===== config.mk =====
export PLATFORM = sky130hd
export DESIGN_NAME = ncs_mul
export DESIGN_NICKNAME = d
export VERILOG_FILES = /design/src/rtl/ncs_pkg.sv /design/src/rtl/ncs_mul.sv
export SDC_FILE = /design/constraint.sdc
export NUM_CORES = 2
export LEC_CHECK = 0
export ABC_AREA = 1
export BUFFER_PORTS_ARGS = -buffer_cell sky130_fd_sc_hd__buf_2
export CAP_MARGIN = 15
export CORE_MARGIN = 3
export CORE_UTILIZATION = 48
export DETAILED_ROUTE_END_ITERATION = 8
export GPL_ROUTABILITY_DRIVEN = 0
export PLACE_DENSITY = 0.68
export SYNTH_ARGS = -nofsm -noshare
export SYNTH_HDL_FRONTEND = slang
export SYNTH_SLANG_ARGS = --single-unit

===== constraint.sdc =====
create_clock -name clk -period 11.75 [get_ports clk]
set_input_delay 1.175 -clock clk [delete_from_list [all_inputs] [get_ports clk]]
set_output_delay 1.175 -clock clk [all_outputs]
set_load 0.005 [all_outputs]

===== src/rtl/ncs_pkg.sv =====
// ----------------------------------------------------------------------------
// ncs_pkg
// Shared types, widths, codes and saturation helpers for the 3-D natural
// cubic spline block.
// ----------------------------------------------------------------------------
package ncs_pkg;

  localparam int MAX_POINTS_DEF = 64;
  localparam int FRAC_BITS_DEF  = 16;

  localparam int COORD_W = 32;
  localparam int COEF_W  = 40;
  localparam int T_W     = 22;
  localparam int T_FRAC  = 16;
  localparam int SEG_W   = T_W - T_FRAC;

  // shared multiplier operand widths, sized for the widest fraction setting
  localparam int MUL_A_W = 41;
  localparam int MUL_B_W = 25;
  localparam int MUL_P_W = MUL_A_W + MUL_B_W;
  localparam int SUM_W   = MUL_P_W + 2;
  localparam int SH_W    = 5;

  // shared divider widths
  localparam int DIV_N_W   = 49;
  localparam int DIV_D_W   = 27;
  localparam int DIV_CNT_W = $clog2(DIV_N_W + 1);

  localparam logic REQ_LOAD = 1'b0;
  localparam logic REQ_EVAL = 1'b1;

  localparam logic ST_OK       = 1'b0;
  localparam logic ST_NO_CURVE = 1'b1;

  typedef struct packed {
    logic signed [MUL_A_W-1:0] op_a;
    logic signed [MUL_B_W-1:0] op_b;
    logic                      use_t;
  } mul_req_t;

  typedef struct packed {
    logic               start;
    logic [DIV_N_W-1:0] dividend;
    logic [DIV_D_W-1:0] divisor;
  } div_req_t;

  function automatic logic signed [COEF_W-1:0] sat_coef(input logic signed [SUM_W-1:0] v);
    logic hi_ones;
    logic hi_zeros;
    hi_ones  = &v[SUM_W-1:COEF_W-1];
    hi_zeros = ~|v[SUM_W-1:COEF_W-1];
    if (hi_ones || hi_zeros) return v[COEF_W-1:0];
    else if (v[SUM_W-1]) return {1'b1, {(COEF_W-1){1'b0}}};
    else return {1'b0, {(COEF_W-1){1'b1}}};
  endfunction

  function automatic logic signed [COORD_W-1:0] sat_coord(input logic signed [SUM_W-1:0] v);
    logic hi_ones;
    logic hi_zeros;
    hi_ones  = &v[SUM_W-1:COORD_W-1];
    hi_zeros = ~|v[SUM_W-1:COORD_W-1];
    if (hi_ones || hi_zeros) return v[COORD_W-1:0];
    else if (v[SUM_W-1]) return {1'b1, {(COORD_W-1){1'b0}}};
    else return {1'b0, {(COORD_W-1){1'b1}}};
  endfunction

endpackage


===== src/rtl/ncs_mul.sv =====
// ----------------------------------------------------------------------------
// ncs_mul
// Shared signed multiplier with a registered product and a round-half-up
// shift by either the coefficient fraction or the parameter fraction.
// ----------------------------------------------------------------------------
module ncs_mul #(
  parameter int FRAC_BITS = 16
) (
  input  logic                             clk,
  input  ncs_pkg::mul_req_t                req,
  output logic signed [ncs_pkg::MUL_P_W-1:0] rnd
);
  import ncs_pkg::*;

  logic signed [MUL_P_W-1:0] prod_r;
  logic                      use_t_r;
  logic [SH_W-1:0]           sh;
  logic signed [MUL_P_W-1:0] half;
  logic signed [MUL_P_W-1:0] biased;

  always_ff @(posedge clk) begin
    prod_r  <= MUL_P_W'(req.op_a) * MUL_P_W'(req.op_b);
    use_t_r <= req.use_t;
  end

  always_comb begin
    sh     = use_t_r ? SH_W'(T_FRAC) : SH_W'(FRAC_BITS);
    half   = MUL_P_W'(1) <<< (sh - SH_W'(1));
    biased = prod_r + half;
    rnd    = biased >>> sh;
  end

endmodule


* After elaboration in Yosys (flattened, before gate mapping)
Cells that the tools add are included.
** Word-level totals
- Register bits after elaboration :: 66
- Input bits :: 68
- Output and inout bits :: 66
- Word-level logic and storage cells :: 3
** Operators by class
- Multiply operators :: 1
- Add/sub/neg operators :: 1
** Operators with widths (count)
- $add 66x17->66 const B :: 1
- $mul 41x25->66 :: 1

* Longest topological paths before layout
- Depth in word-level cells :: 1
- Mapped depth :: 32
- Gate-level depth less buffers :: 30

* Worst setup path before layout
OpenSTA, ideal clock, no wires.
- Path type :: in2reg
- Start :: in req[66] (netlist name)
- End :: reg prod_r[63]
- Setup time :: 112 ps
- Required time :: 11638 ps
- Buffers on the path :: 2
- Stages :: 21
- Arrival time :: 7009 ps
- Slack :: 4628 ps
- Path through :: clkbuf_1 clkbuf_1 nand2_1 inv_1 fa_1 fa_1 fa_1 fa_1 fa_1 fa_1 fa_1 ha_1 nand2_1 nor2_1 inv_2 nor2_1 inv_1 nor4_1 nand2_1 nand3_1 nand2_1
** Between the ends
- Longest elaborated chain between the ends :: 1
** RTL lines
- start: declaration :: RTL line ncs_mul.sv:10 : input ncs_pkg::mul_req_t req,
- $mul 41x25->66 :: RTL line ncs_mul.sv:22 : prod_r <= MUL_P_W'(req.op_a) * MUL_P_W'(req.op_b);
- end signal: assignment :: RTL line ncs_mul.sv:22
- end: declaration :: RTL line ncs_mul.sv:15 : logic signed [MUL_P_W-1:0] prod_r;
Every way passes these cells.

* Final worst setup path
- Start :: in req[3] (netlist name)
- End :: reg prod_r[64]
The elaborated chain is that of the path after synthesis.

==> summary.txt <==
Synth
  • Synth warn: 0
  • Prevailing post-synth register cell: dfxtp_1
  • Synth area leaders: fa_1 (52%), inv_1 (15%), nand2_1 (14%)
  • Post-synthesis register bit count: approximately 50
  • Mapped Cells: 5233
  • Post-synth EDFFs: 0
  • Synth top area share: 0.517
  • Mapped Area: around 0.040 sq mm
  • FFs w/ async S/R, synth: 0
  • Syn Area/Cell: ~7.6 sq um
  • Largest area contributor in the synthesized netlist: fa_1
  • Sequential area share after synthesis: 0.0257
  • Netlist cell types: 40
  • Mapped Nets: 6497

Floorplanning
  • Total Die Area: 0.0862 sq mm
  • DIE HEIGHT: a little under 300 microns
  • Row Count: between 100 and 150
  • DIE WIDTH: slightly below 300 microns
  • I/O Pins: 134
  • Initial Utilization: 0.489
  • Core area: 0.0812 sq mm

Finish
  • Antenna diode count: 0
  • Multi-input logic area: 0.0316 sq mm
  • Register area: 0.00102 sq mm
  • Layout area overhead: 3.27%
  • Layout cells sized above 1: 0.0438
  • Max reg flops: 51
  • Largest registers: prod_r (51)
  • Final nets: about 6400
  • Fillcell total: approximately 8000
  • Final cell count without fillers: between 6000 and 7000
  • Final Cell Area: between 0.04 and 0.05 sq mm
  • Most flop-heavy register: prod_r

Critical path
  • Worst EP arrival: between 8 and 9 ns
  • WP buf/inv: 3
  • Critical path peak fanout: 25
  • Worst Setup Start Kind: input pin
  • Top Family by Delay on Critical Path: adder cells
  • Worst endpoint required time: roughly 12 ns
  • WS Path Type: input pin to flip-flop
  • CP cell instances: buf_2, buf_4, nand2_1, inv_1, fa_1, fa_1, fa_1, fa_1, fa_1, fa_1, fa_1, ha_1, a21oi_1, a21boi_0, nand2_1, nand2_1, nand2_1, a21oi_1, nand2_1, nand2_1, nand2_1
  • Largest stage delay on the critical path: ~1.1 ns
  • Setup crit end kind: flip-flop
  • Crit-path slowest cell: fa_1

STA
  • Unrepaired setup endpoints after global routing: no
  • Crit share post-route: 0.694
  • Fmax: between 0.1 and 0.15 GHz
  • Endpoints failing setup: 0
  • Min cycle time layout: between 8 and 9 ns
  • Slew Limit Fails: 0
  • Worst rel slew slack: 0.414
  • Hold Vio Cnt, Final: 0
  • Sum of negative setup slack: 0 ns
  • Worst-Margin Slew: around 0.9 ns

Clocking
  • Clock Sinks: 51
  • Buffer count from post-CTS setup fixing: 0
  • H-Tree Level Count: 2
  • Post-CTS sizing: 0
  • Clk buf depth: 2
  • Cts hold-fix bufs: 0
  • CTS tree: built
  • Num CTS Buffers: 5
  • Clock slew at reported path FFs: approximately 0.060 ns
  • Root Driver: clkbuf_16

GRT
  • Initial antenna violation count: 1
  • Vias in the first global route: 34200
  • Gr ovfl total: 0
  • Largest net degree at the start of global routing: 42
  • All-Layer GR Usage: 0.274
  • Global-route wire length before repair: between 150000 and 200000 microns

Routing
  • Drt first pass iters: 8
  • Vias/cell: roughly 5.1
  • Initial DRC count: about 2300
  • Total Routed Length: between 100000 and 150000 microns
  • DRC Markers: 0
  • ANT nets after route: 0
  • Routed length per placed instance: 18.2 microns
  • Via Count: approximately 32000

Placement
  • Placed wire-length estimate: around 90000 microns
  • Placed cells: roughly 6200
  • PortBufs: about 130
  • Area after DPL: 0.0408 sq mm

Run
  • Max Cap Violations: 0

Hold path
  • HP Class: flip-flop to output port

Outcome
  • Outcome: finished clean
[cell usage after synthesis, drive strengths merged (10+ instances only)]
master  number
nand2     1526
nor4        10
o21bai      12
buf         18
nand3       75
ha         171
fa        1025
o21ai       41
xor2        52
dfxtp       51
a21oi       80
clkbuf     241
inv       1612
or2         12
nor2       221
nand4       30
xnor2       20
nor3        22
[metal layers]
metal,vias to the layer above,global-route usage,share of wire
met3,283,0.0384,0.085
met1,15700,0.352,0.39
met4,2,0.101,0.042
met2,1460,0.474,0.49
met5,-,0,0.000097
li1,14200,-,-
[worst paths after layout]
check                      start  cells past startpoint    endpoint  slack, ns
worst max-delay path      req[3]                     21  prod_r[64]       3.60
worst min-delay path  prod_r[63]                      2     rnd[47]       2.01
[layout make-up]
class / instances / share of cell area
Timing Repair Buffer: 159 / 0.0211
Multi-Input combinational cell: 3310 / 0.771
Clock buffer: 5 / 0.00305
Sequential cell: 51 / 0.0249
Inverter: 1613 / 0.148
Clock inverter: 2 / 0.000336
Tap cell: 1060 / 0.0324
[tightest hold or removal path, delay by kind of cell, from the launching register on]
family    cells  cell delay, ns
flops         1            0.34
buf+inv       1            0.12
xor+xnor      1            0.08
[cell families after synthesis]
kind of cell | share of synthesized area
simple gates | 0.190
buf+inv | 0.179
fa+ha+maj | 0.571
compound gates | 0.0189
xor+xnor | 0.0159
flops | 0.0257
[layout by cell type, fill, tap and decap left out, types with 2 or more instances in the layout]
cell type	netlist	layout
xnor2_1	20	20
o21a_1	2	2
and3_1	2	2
nor4_2	2	2
nand2_2	10	10
nor2_1	214	214
nor3_1	20	20
xor2_1	52	52
or2_2	12	12
o21ai_1	4	4
inv_2	19	19
nand4_1	29	29
clkbuf_16	0	5
ha_1	171	171
nand3_1	71	71
nor4_1	7	7
inv_1	1593	1593
fa_1	1025	1025
nand3b_1	2	2
buf_4	16	27
o21bai_1	12	12
nand3_2	4	4
nand2_1	1516	1516
a21oi_1	80	80
a21o_1	2	2
nor2_4	2	2
nor2_2	5	5
dfxtp_1	51	51
buf_2	0	132
o21ai_0	37	37
[per-stage QoR]
step | utilization | hold WS [ns] | setup WS [ns]
2_1_floorplan | - | 1.57 | 4.63
3_3_place_gp | 0.503 | 1.72 | 3.44
3_5_place_dp | 0.503 | 1.72 | 3.40
4_1_cts | 0.505 | 2.01 | 3.68
5_1_grt | 0.505 | 2.05 | 3.25
6_report | 0.505 | 2.01 | 3.60
Power is left out: the tool's default activity adds up to more than one toggle a clock period on the data nets, which glitch-free logic cannot reach.
