**config.mk**
```make
export PLATFORM = sky130hd
export DESIGN_NAME = ncs_div
export DESIGN_NICKNAME = d
export VERILOG_FILES = /design/src/rtl/ncs_pkg.sv /design/src/rtl/ncs_div.sv
export SDC_FILE = /design/constraint.sdc
export NUM_CORES = 1
export LEC_CHECK = 0
export ABC_AREA = 0
export BUFFER_PORTS_ARGS = -buffer_cell sky130_fd_sc_hd__buf_2
export CORE_MARGIN = 10
export CORE_UTILIZATION = 55
export DETAILED_ROUTE_END_ITERATION = 12
export PLACE_DENSITY = 0.85
export SYNTH_ARGS = -nofsm -noshare
export SYNTH_HDL_FRONTEND = slang
export SYNTH_SLANG_ARGS = --single-unit
```
**constraint.sdc**
```tcl
create_clock -name clk -period 8.6 [get_ports clk]
set_input_delay 0.43 -clock clk [delete_from_list [all_inputs] [get_ports clk]]
set_output_delay 0.43 -clock clk [all_outputs]
set_load 0.1 [all_outputs]
```
**src/rtl/ncs_pkg.sv**
```systemverilog
// ----------------------------------------------------------------------------
// ncs_pkg
// Shared types, widths, codes and saturation helpers for the 3-D natural
// cubic spline block.
// ----------------------------------------------------------------------------
package ncs_pkg;

  localparam int MAX_POINTS_DEF = 64;
  localparam int FRAC_BITS_DEF  = 16;

  localparam int COORD_W = 32;
  localparam int COEF_W  = 40;
  localparam int T_W     = 22;
  localparam int T_FRAC  = 16;
  localparam int SEG_W   = T_W - T_FRAC;

  // shared multiplier operand widths, sized for the widest fraction setting
  localparam int MUL_A_W = 41;
  localparam int MUL_B_W = 25;
  localparam int MUL_P_W = MUL_A_W + MUL_B_W;
  localparam int SUM_W   = MUL_P_W + 2;
  localparam int SH_W    = 5;

  // shared divider widths
  localparam int DIV_N_W   = 49;
  localparam int DIV_D_W   = 27;
  localparam int DIV_CNT_W = $clog2(DIV_N_W + 1);

  localparam logic REQ_LOAD = 1'b0;
  localparam logic REQ_EVAL = 1'b1;

  localparam logic ST_OK       = 1'b0;
  localparam logic ST_NO_CURVE = 1'b1;

  typedef struct packed {
    logic signed [MUL_A_W-1:0] op_a;
    logic signed [MUL_B_W-1:0] op_b;
    logic                      use_t;
  } mul_req_t;

  typedef struct packed {
    logic               start;
    logic [DIV_N_W-1:0] dividend;
    logic [DIV_D_W-1:0] divisor;
  } div_req_t;

  function automatic logic signed [COEF_W-1:0] sat_coef(input logic signed [SUM_W-1:0] v);
    logic hi_ones;
    logic hi_zeros;
    hi_ones  = &v[SUM_W-1:COEF_W-1];
    hi_zeros = ~|v[SUM_W-1:COEF_W-1];
    if (hi_ones || hi_zeros) return v[COEF_W-1:0];
    else if (v[SUM_W-1]) return {1'b1, {(COEF_W-1){1'b0}}};
    else return {1'b0, {(COEF_W-1){1'b1}}};
  endfunction

  function automatic logic signed [COORD_W-1:0] sat_coord(input logic signed [SUM_W-1:0] v);
    logic hi_ones;
    logic hi_zeros;
    hi_ones  = &v[SUM_W-1:COORD_W-1];
    hi_zeros = ~|v[SUM_W-1:COORD_W-1];
    if (hi_ones || hi_zeros) return v[COORD_W-1:0];
    else if (v[SUM_W-1]) return {1'b1, {(COORD_W-1){1'b0}}};
    else return {1'b0, {(COORD_W-1){1'b1}}};
  endfunction

endpackage

```
**src/rtl/ncs_div.sv**
```systemverilog
// ----------------------------------------------------------------------------
// ncs_div
// Shared restoring divider, one quotient bit per cycle, unsigned operands.
// ----------------------------------------------------------------------------
module ncs_div (
  input  logic                          clk,
  input  logic                          rst_n,
  input  ncs_pkg::div_req_t             req,
  output logic                          busy,
  output logic                          done,
  output logic [ncs_pkg::DIV_N_W-1:0]   quot
);
  import ncs_pkg::*;

  logic                 busy_r;
  logic                 done_r;
  logic [DIV_CNT_W-1:0] cnt_r;
  logic [DIV_D_W-1:0]   rem_r;
  logic [DIV_D_W-1:0]   rem_nxt;
  logic [DIV_N_W-1:0]   quo_r;
  logic [DIV_D_W-1:0]   dvs_r;
  logic [DIV_D_W:0]     rem_sh;
  logic                 qbit;

  always_comb begin
    rem_sh = {rem_r, quo_r[DIV_N_W-1]};
    qbit   = (rem_sh >= {1'b0, dvs_r});
    if (qbit) begin
      rem_nxt = DIV_D_W'(rem_sh - {1'b0, dvs_r});
    end else begin
      rem_nxt = rem_sh[DIV_D_W-1:0];
    end
  end

  always_ff @(posedge clk) begin
    if (!rst_n) begin
      busy_r <= 1'b0;
      done_r <= 1'b0;
      cnt_r  <= '0;
    end else begin
      done_r <= 1'b0;
      if (req.start) begin
        busy_r <= 1'b1;
        cnt_r  <= DIV_CNT_W'(DIV_N_W);
        rem_r  <= '0;
        quo_r  <= req.dividend;
        dvs_r  <= req.divisor;
      end else if (busy_r) begin
        rem_r <= rem_nxt;
        quo_r <= {quo_r[DIV_N_W-2:0], qbit};
        cnt_r <= cnt_r - DIV_CNT_W'(1);
        if (cnt_r == DIV_CNT_W'(1)) begin
          busy_r <= 1'b0;
          done_r <= 1'b1;
        end
      end
    end
  end

  assign busy = busy_r;
  assign done = done_r;
  assign quot = quo_r;

endmodule

```
### Word-level counts from Yosys, hierarchy flattened

Index checks and enable logic that the tools add are counted.

| storage, ports and cells | value |
|---|---|
| memories kept | 0 |
| memory bits (writable) | 0 |
| latch bits | 0 |
| memory bits (read-only) | 0 |
| flip-flop bits (word level) | 111 |

| cells by class | value |
|---|---|
| multiply operators | 0 |
| $add $sub $neg | 2 |
| reduce and logical (&&, ||, !) cells | 5 |
| div/mod/pow operators | 0 |
| order comparisons | 1 |
| eq/ne operators | 1 |
| mux-type cells | 10 |
| bitwise operators | 2 |
| shifts and indexed selects | 0 |

Operators by type and width:

| cell | number |
|---|---|
| $mux 49 | 2 |
| $mux 27 | 2 |
| $ge 28x27->1 | 1 |
| $sub 27x27->27 | 1 |
| $mux 6 | 2 |
| $eq 6x1->1 const B | 1 |
| $sub 6x1->6 const B | 1 |
| $mux 1 | 4 |
| $reduce_and 2->1 | 2 |
| $reduce_or 3->1 | 1 |
| $not 1->1 | 2 |
| $reduce_bool 2->1 | 1 |
| $reduce_or 2->1 | 1 |

### Depth between registers and ports, before layout

Gate-level depths: netlist of the first run.

| logic depth | value |
|---|---|
| depth after elaboration | 4 |
| gate-level depth with buffers | 13 |

### Worst setup path before layout of the first run

No wires, ideal clock.

| path | value |
|---|---|
| path type | register to register |
| start | register quo_r[48], in the netlist quot[48] |
| end | register rem_r[26], data pin |
| arrival | 3.292 ns |
| required time | 8.339 ns |
| cell stages (with the launch flop) | 12 |
| period minus slack after synthesis | 3.553 ns |
| slack | 5.047 ns |
| path through | edfxtp_1 -> inv_1 -> ha_1 -> fa_1 -> nor2b_4 -> o2111ai_2 -> and4b_4 -> o21a_1 -> a211o_1 -> a311oi_2 -> nor4_1 -> a311o_1 |

| between the ends | value |
|---|---|
| word-level cells in the longest chain between the ends | 3 |

RTL lines:

| element | line | RTL |
|---|---|---|
| start: declaration | ncs_div.sv:20 | `logic [DIV_N_W-1:0] quo_r;` |
| start signal: assignment | ncs_div.sv:46 | `quo_r <= req.dividend;` |
| start signal: assignment | ncs_div.sv:50 | `quo_r <= {quo_r[DIV_N_W-2:0], qbit};` |
| $sub 27x27->27 or $ge 28x27->1 (tied branches) | ncs_div.sv:29, ncs_div.sv:27 |  |
| $mux 27 * | ncs_div.sv:28 | `if (qbit) begin` |
| $mux 27 * | ncs_div.sv:48 | `end else if (busy_r) begin` |
| end signal: assignment | ncs_div.sv:49 | `rem_r <= rem_nxt;` |
| end: declaration | ncs_div.sv:18 | `logic [DIV_D_W-1:0] rem_r;` |

Mark *: on every way between the ends. The rest lies on a longest branch, timed or not. The select of a mux whose other input is x is not followed.
A chain may end at the register's enable or synchronous reset.

### Worst setup path after layout of the first run

| path | value |
|---|---|
| start | register quo_r[48], in the netlist quot[48] |
| end | register rem_r[25], data pin |

Same word-level chain as after synthesis.

==> impl_results.md, run 1 <==
- P&R area growth vs syn: 15.18%
- Compound-Gate Fraction of Synth Area: 12.70%
- Synth warn: 0
- GR Util All Layers: 18.09%
- Asr flop ratio synth: 0%
- Die X: 124.6 um
- Cell count after synthesis: 511
- Post-synthesis mux area share: 9.168%
- Unique masters post-synth: 63
- Placed Area: 6741 sq um
- Clk_lat worst skew: 390 ps
- Core footprint: 10790 sq um
- P per Cell Area: 203.2 nW/um^2
- Total grt overflow: 0
- Mapped Area: 6018 sq um
- Fmax: 288.1 MHz
- RSZ-0062 raised after global routing: no
- Min Hold Slack: 207.3 ps
- Starting Density: 55.76%
- Final period util: 40.36%
- Commonest non-fill, non-tap cell in the layout: buf_2
- Post-synth EDFFs: 103
- Post-synthesis simple-gate area fraction: 10.50%
- Crit-path max FO: 18
- Clk pin slew, worst setup/hold paths: 110 ps
- Nets: 744
- Total vias in the final route: 4427
- Hold Vio Cnt, Final: 0
- Largest family of logic cells by synthesized area: compound AO/OA/AOI/OAI gates
- Startpoint Class: register
- Number of top-level pins: 130
- Post-route antenna net violation count: 0
- # H-tree levels: 3
- Max-slew headroom: 24.58%
- Final setup vio count: 0
- Commonest non-fill, non-tap cells in the layout: buf_2, edfxtp_1, nand2_1
- CTS sink cnt: 111
- Clk buf depth: 2
- Post-DP HPWL: 10.51 mm
- CP arrival: 3720 ps
- Clock Skews: 9.948 ps
- Die footprint: 15530 sq um
- Register area share after synthesis: 54.05%
- Pre-antenna DRT Iters: 5
- Vert. Die Dim: 124.6 um
- Xor/xnor share of the synthesized area: 2.911%
- First-pass GRT wire length: 23.22 mm
- Syn avg cell area: 11.78 sq um
- Initial antenna violation count: 0
- DRT iter0 DRCs: 209
- Drt drc: 0
- VDD IR max: 0.0001439 V
- Root Buffer: clkbuf_8
- Critical setup path kind: register to register
- Worst Path Required: 8850 ps
- Post-Synth Adder-Cell Area: 6.362%
- CTS tree: done
- Ys flop type: edfxtp_1
- Via/cell ratio: 5.676
- Layout cells sized above 1: 32.97%
- Post-CTS Hold Buffers: 0
- Run status: finished, final reports clean
- Lkg Pwr: 0.002886 uW
- Post-CTS Resized: 0
- Mapped Nets: 620
- Post-layout min period: 3471 ps
- Setup tns final: 0 ps
- Wire per inst: 18.28 um
- Max cap viols: 0
- Largest net degree at the start of global routing: 78
- Final WL: 14.26 mm
- Tightest Hold Check Type: input port to register
- Yosys reg bits: 111
- Rows: 38
- Vias in the first global route: 4639
- Port-buffer cells: 129
- Overall Power: 1409 uW
- N_diodes: 0
- Total CTS buffers: 9
- Slew Limit Fails: 0
- Worst Max-Slew Pin Slew: 1130 ps
- Fin util: 64.22%
- GPL Wtd Cong: 0.8845
- Post-layout instance area: 6932 sq um
- Total setup buffers inserted after CTS: 0
- Critical Path End Type: register
-- critical path, stage by stage, from the launching register on --
cell and delay [ps]:
edfxtp_1 370, inv_1 50, ha_1 220, fa_1 460, nor2b_4 150, o2111ai_2 140, and4b_4 250, o21ai_2 160
a21oi_2 120, o21ai_1 690, buf_4 360, and4_1 220, a311o_1 130
-- registers in the layout, indices dropped and copies added (netlist names) --
name   flops
busy       1
cnt_r      6
done       1
dvs_r     27
quot      49
rem_r     27
-- Yosys cell counts (all sizes together), types with 2 or more instances --
master,count,area [sq um]
nand3,8,40.04
nor4,3,18.77
edfxtp,103,3093
a21o,11,83.83
or3b,2,17.52
a211oi,10,80.07
and3,2,13.77
buf,13,81.32
o2111ai,2,23.77
and2,2,12.51
a21oi,43,219.0
o31ai,3,22.52
xnor2,11,96.34
nor2,29,108.9
nand4,5,31.28
a31oi,4,25.02
mux2,49,551.8
xor2,9,78.83
a21boi,5,41.29
nand3b,3,22.52
nor2b,4,32.53
o211ai,2,15.01
or3,2,13.77
nand2,52,195.2
nor3,7,35.03
o21ai,19,98.84
ha,29,362.9
clkbuf,5,38.79
inv,37,138.9
a311o,2,20.02
o21a,8,60.06
dfxtp,8,160.2
a41oi,2,17.52
and4,3,27.53
-- worst paths after layout --
check / endpoint / from / cells after the start / slack [ps]
hold reg to reg: cnt_r[1]$_SDFFE_PP0P_ / cnt_r[1]$_SDFFE_PP0P_ / 2 / 540
hold / removal: dvs_r[21]$_DFFE_PP_ / req[21] / 1 / 210
setup / recovery: rem_r[25]$_SDFFCE_PP0P_ / quot[48]$_DFFE_PP_ / 12 / 5130
setup reg to reg: rem_r[25]$_SDFFCE_PP0P_ / quot[48]$_DFFE_PP_ / 12 / 5130
-- power breakdown --
| group | switching [uW] | internal (uW) |
|---|---|---|
| Clock | 186 | 124 |
| Sequential | 23.1 | 646 |
| Combinational | 289 | 140 |
| Total | 499 | 910 |
-- metal layers --
metal / share of wire [%] / vias to the layer above / wire [um] / track usage [%]
met5: 0 / - / 0 / 0
met1: 39 / 2126 / 5537 / 19.64
met3: 11 / 12 / 1579 / 8.468
met4: 1.4 / 0 / 199 / 6.580
li1: - / 2135 / - / -
met2: 49 / 154 / 6942 / 30.21
-- per-stage QoR --
stage	cells	setup WS [ps]
2_1_floorplan	511	5047
3_3_place_gp	764	5329
3_5_place_dp	764	5172
4_1_cts	780	5140
5_1_grt	780	4942
6_report	780	5129
-- kinds of logic (layout without fill, tap and decap cells) --
logic type | after synthesis | count (layout)
simple gates | 129 | 129
xor+xnor | 20 | 20
flops | 111 | 111
compound gates | 117 | 117
mux | 49 | 49
buf+inv | 55 | 184
fa+ha+maj | 30 | 30
-- final cells by class --
| class | count | area (sq um) |
|---|---|---|
| Clock buffer | 11 | 151.4 |
| Clock inverter | 5 | 38.79 |
| Timing Repair Buffer | 131 | 660.6 |
| Tap cell | 140 | 175.2 |
| Inverter | 37 | 138.9 |
| Fill cell | 814 | 3861 |
| Multi-Input combinational cell | 345 | 2514 |
| Sequential cell | 111 | 3253 |
Power figures use the tool's default switching activity.
==> inputs of run 2 (changes only) <==
- CORE_UTILIZATION: 55 -> 50
- PLACE_DENSITY: 0.85 -> 0.81
- clock period: 8.6 -> 2.9 ns (I/O delays scaled with it)
==> run 2 against run 1 <==
The run now ends with negative setup slack left. Critical path type unchanged. Via count increased by 6.5%. Clock skew is 1.7 ps higher. Setup slack lost 5200 ps. Sequential share of layout area down 4.0 points. Highest routed layer unchanged. Non-clock buffer count up 49. Critical path depth fell by 1.
==> impl_results.md, run 2 (synthesis gave the netlist of run 1 again) <==
- Run status: finished with violations
- Failing checks: negative setup slack
- Multi-input logic area: 2587 sq um
- Met3 routed WL: 1.701 mm
- Vert. Die Dim: 129.7 um
- Core footprint: 11910 sq um
- WHS Path Cells: 2
- Net Sw Frac: 33.35%
- Sequential power share: 42.7%
- Total vias in the final route: 4715
- Clk buf depth: 2
- DRT iter0 DRCs: 232
- Max-slew headroom: 57.28%
- Final WL: 14.92 mm
- Post-route antenna net violation count: 0
- RSZ-0062 raised after global routing: yes
- N_diodes: 0
- CTS sink cnt: 111
- Wl on met1: 5.992 mm
- VDD IR max: 0.0004306 V
- Logic pwr share: 30.3%
- Port-buffer cells: 129
- Slew Limit Fails: 0
- CTS tree: done
- Largest net degree at the start of global routing: 46
- P&R area growth vs syn: 25.78%
- Nets: 793
- CP arrival: 3100 ps
- Die footprint: 16820 sq um
- Lkg Pwr: 0.003177 uW
- Final WS setup: -100.2 ps
- Post-DP HPWL: 10.86 mm
- Clk_lat worst skew: 350 ps
- Worst Path Required: 3000 ps
- Commonest non-fill, non-tap cell in the layout: buf_2
- GR Util All Layers: 17.89%
- Clk pin slew, worst setup/hold paths: 70 ps
- Fin util: 63.55%
- # H-tree levels: 3
- Via/cell ratio: 5.640
- Final period util: 103.5%
- P per Cell Area: 613.2 nW/um^2
- Total CTS buffers: 9
- Starting Density: 50.53%
- Wire per inst: 17.85 um
- Fmax: 333.3 MHz
- Crit-path max FO: 3
- Hold Vio Cnt, Final: 0
- GPL Wtd Cong: 0.9264
- Pre-antenna DRT Iters: 5
- Rows: 40
- Max cap viols: 0
- Non-Filler Instances: 836
- Met2 WL: 7.012 mm
- NetSw: 1548 uW
- Clk pwr share: 27.0%
- Max reg flops: 49
- Placed cells: 787
- Die X: 129.7 um
- Tightest Hold Check Type: input port to register
- Vias in the first global route: 4955
- Drt drc: 0
- Internal power: 3093 uW
- Final setup vio count: 1
- Setup tns final: -100.2 ps
- Commonest non-fill, non-tap cells in the layout: buf_2, edfxtp_1, nand2_1
- Post-layout min period: 3000 ps
- Worst Max-Slew Pin Slew: 640.8 ps
- Clock Skews: 11.64 ps
- Reg2Reg Depth: 11
- Layout cells sized above 1: 35.99%
- First-pass GRT wire length: 24.10 mm
- Fillcell total: 900
- Register area: 3253 sq um
- Critical setup path kind: register to register
- Startpoint Class: register
- Root Buffer: clkbuf_16
- Critical Path End Type: register
- Initial antenna violation count: 0
- Number of top-level pins: 130
- Total grt overflow: 0
- Top layer in use: met4
-- run 2: power by group through the flow --
stage	clock [uW]	sequential (uW)	combinational (uW)
finish	1250	1980	1410
global route	1330	2000	1520
CTS	1270	1980	1370
detailed placement	0	2010	1330
global placement	0	2010	1300
floorplan	0	2340	727
-- run 2: stage by stage --
stage / worst slack, ps / area (sq um) / hold slack, ps / total power, uW
floorplan: -514.3 / 6073 / 243.9 / 3065
global placement: 77.95 / 6920 / 323.0 / 3307
detailed placement: 9.044 / 6920 / 323.2 / 3345
CTS: -13.25 / 7488 / 83.25 / 4621
global route: -163.8 / 7570 / 88.65 / 4839
finish: -100.2 / 7570 / 93.62 / 4641
-- run 2: layer usage --
layer  global-route usage, %  vias up
met3                   8.519       20
met4                   5.754        0
met2                   28.60      181
met5                       0        -
li1                        -     2238
met1                   20.85     2276
-- run 2: area by class of cell --
cell class | count | area share [%]
inverters | 37 | 1.835
repair buffers | 180 | 14.64
clock inverters | 6 | 0.9091
multi-input cells | 345 | 34.18
flip-flops and latches | 111 | 42.98
well taps | 147 | 2.430
clock buffers | 10 | 3.025
-- run 2: worst paths after layout --
| path | from | end | slack [ps] |
|---|---|---|---|
| min | req[34] | quot[7]$_DFFE_PP_ | 90 |
| max | quot[48]$_DFFE_PP_ | rem_r[26]$_SDFFCE_PP0P_ | -100 |
| min reg2reg | cnt_r[1]$_SDFFE_PP0P_ | cnt_r[1]$_SDFFE_PP0P_ | 530 |
| max reg2reg | quot[48]$_DFFE_PP_ | rem_r[26]$_SDFFCE_PP0P_ | -100 |
-- run 2: critical path, cell delays in order, from the launching register on --
cell       delay, ps
edfxtp_1         370
inv_2             40
ha_2             190
fa_2             420
nor2b_4          130
o2111ai_2        150
and4b_4          230
o21a_4           200
a211o_1          330
a311oi_2         320
nor4_1           100
a311o_1          270
-- run 2: what timing repair did --
action / in CTS / in global routing
endpoints found under the hold margin: 27 / 0
endpoints found under the setup margin: 1 / 27
buffers inserted: 0 / 6
hold buffers: 27 / 0
gates resized for setup: 0 / 9
pin swaps: 0 / 9
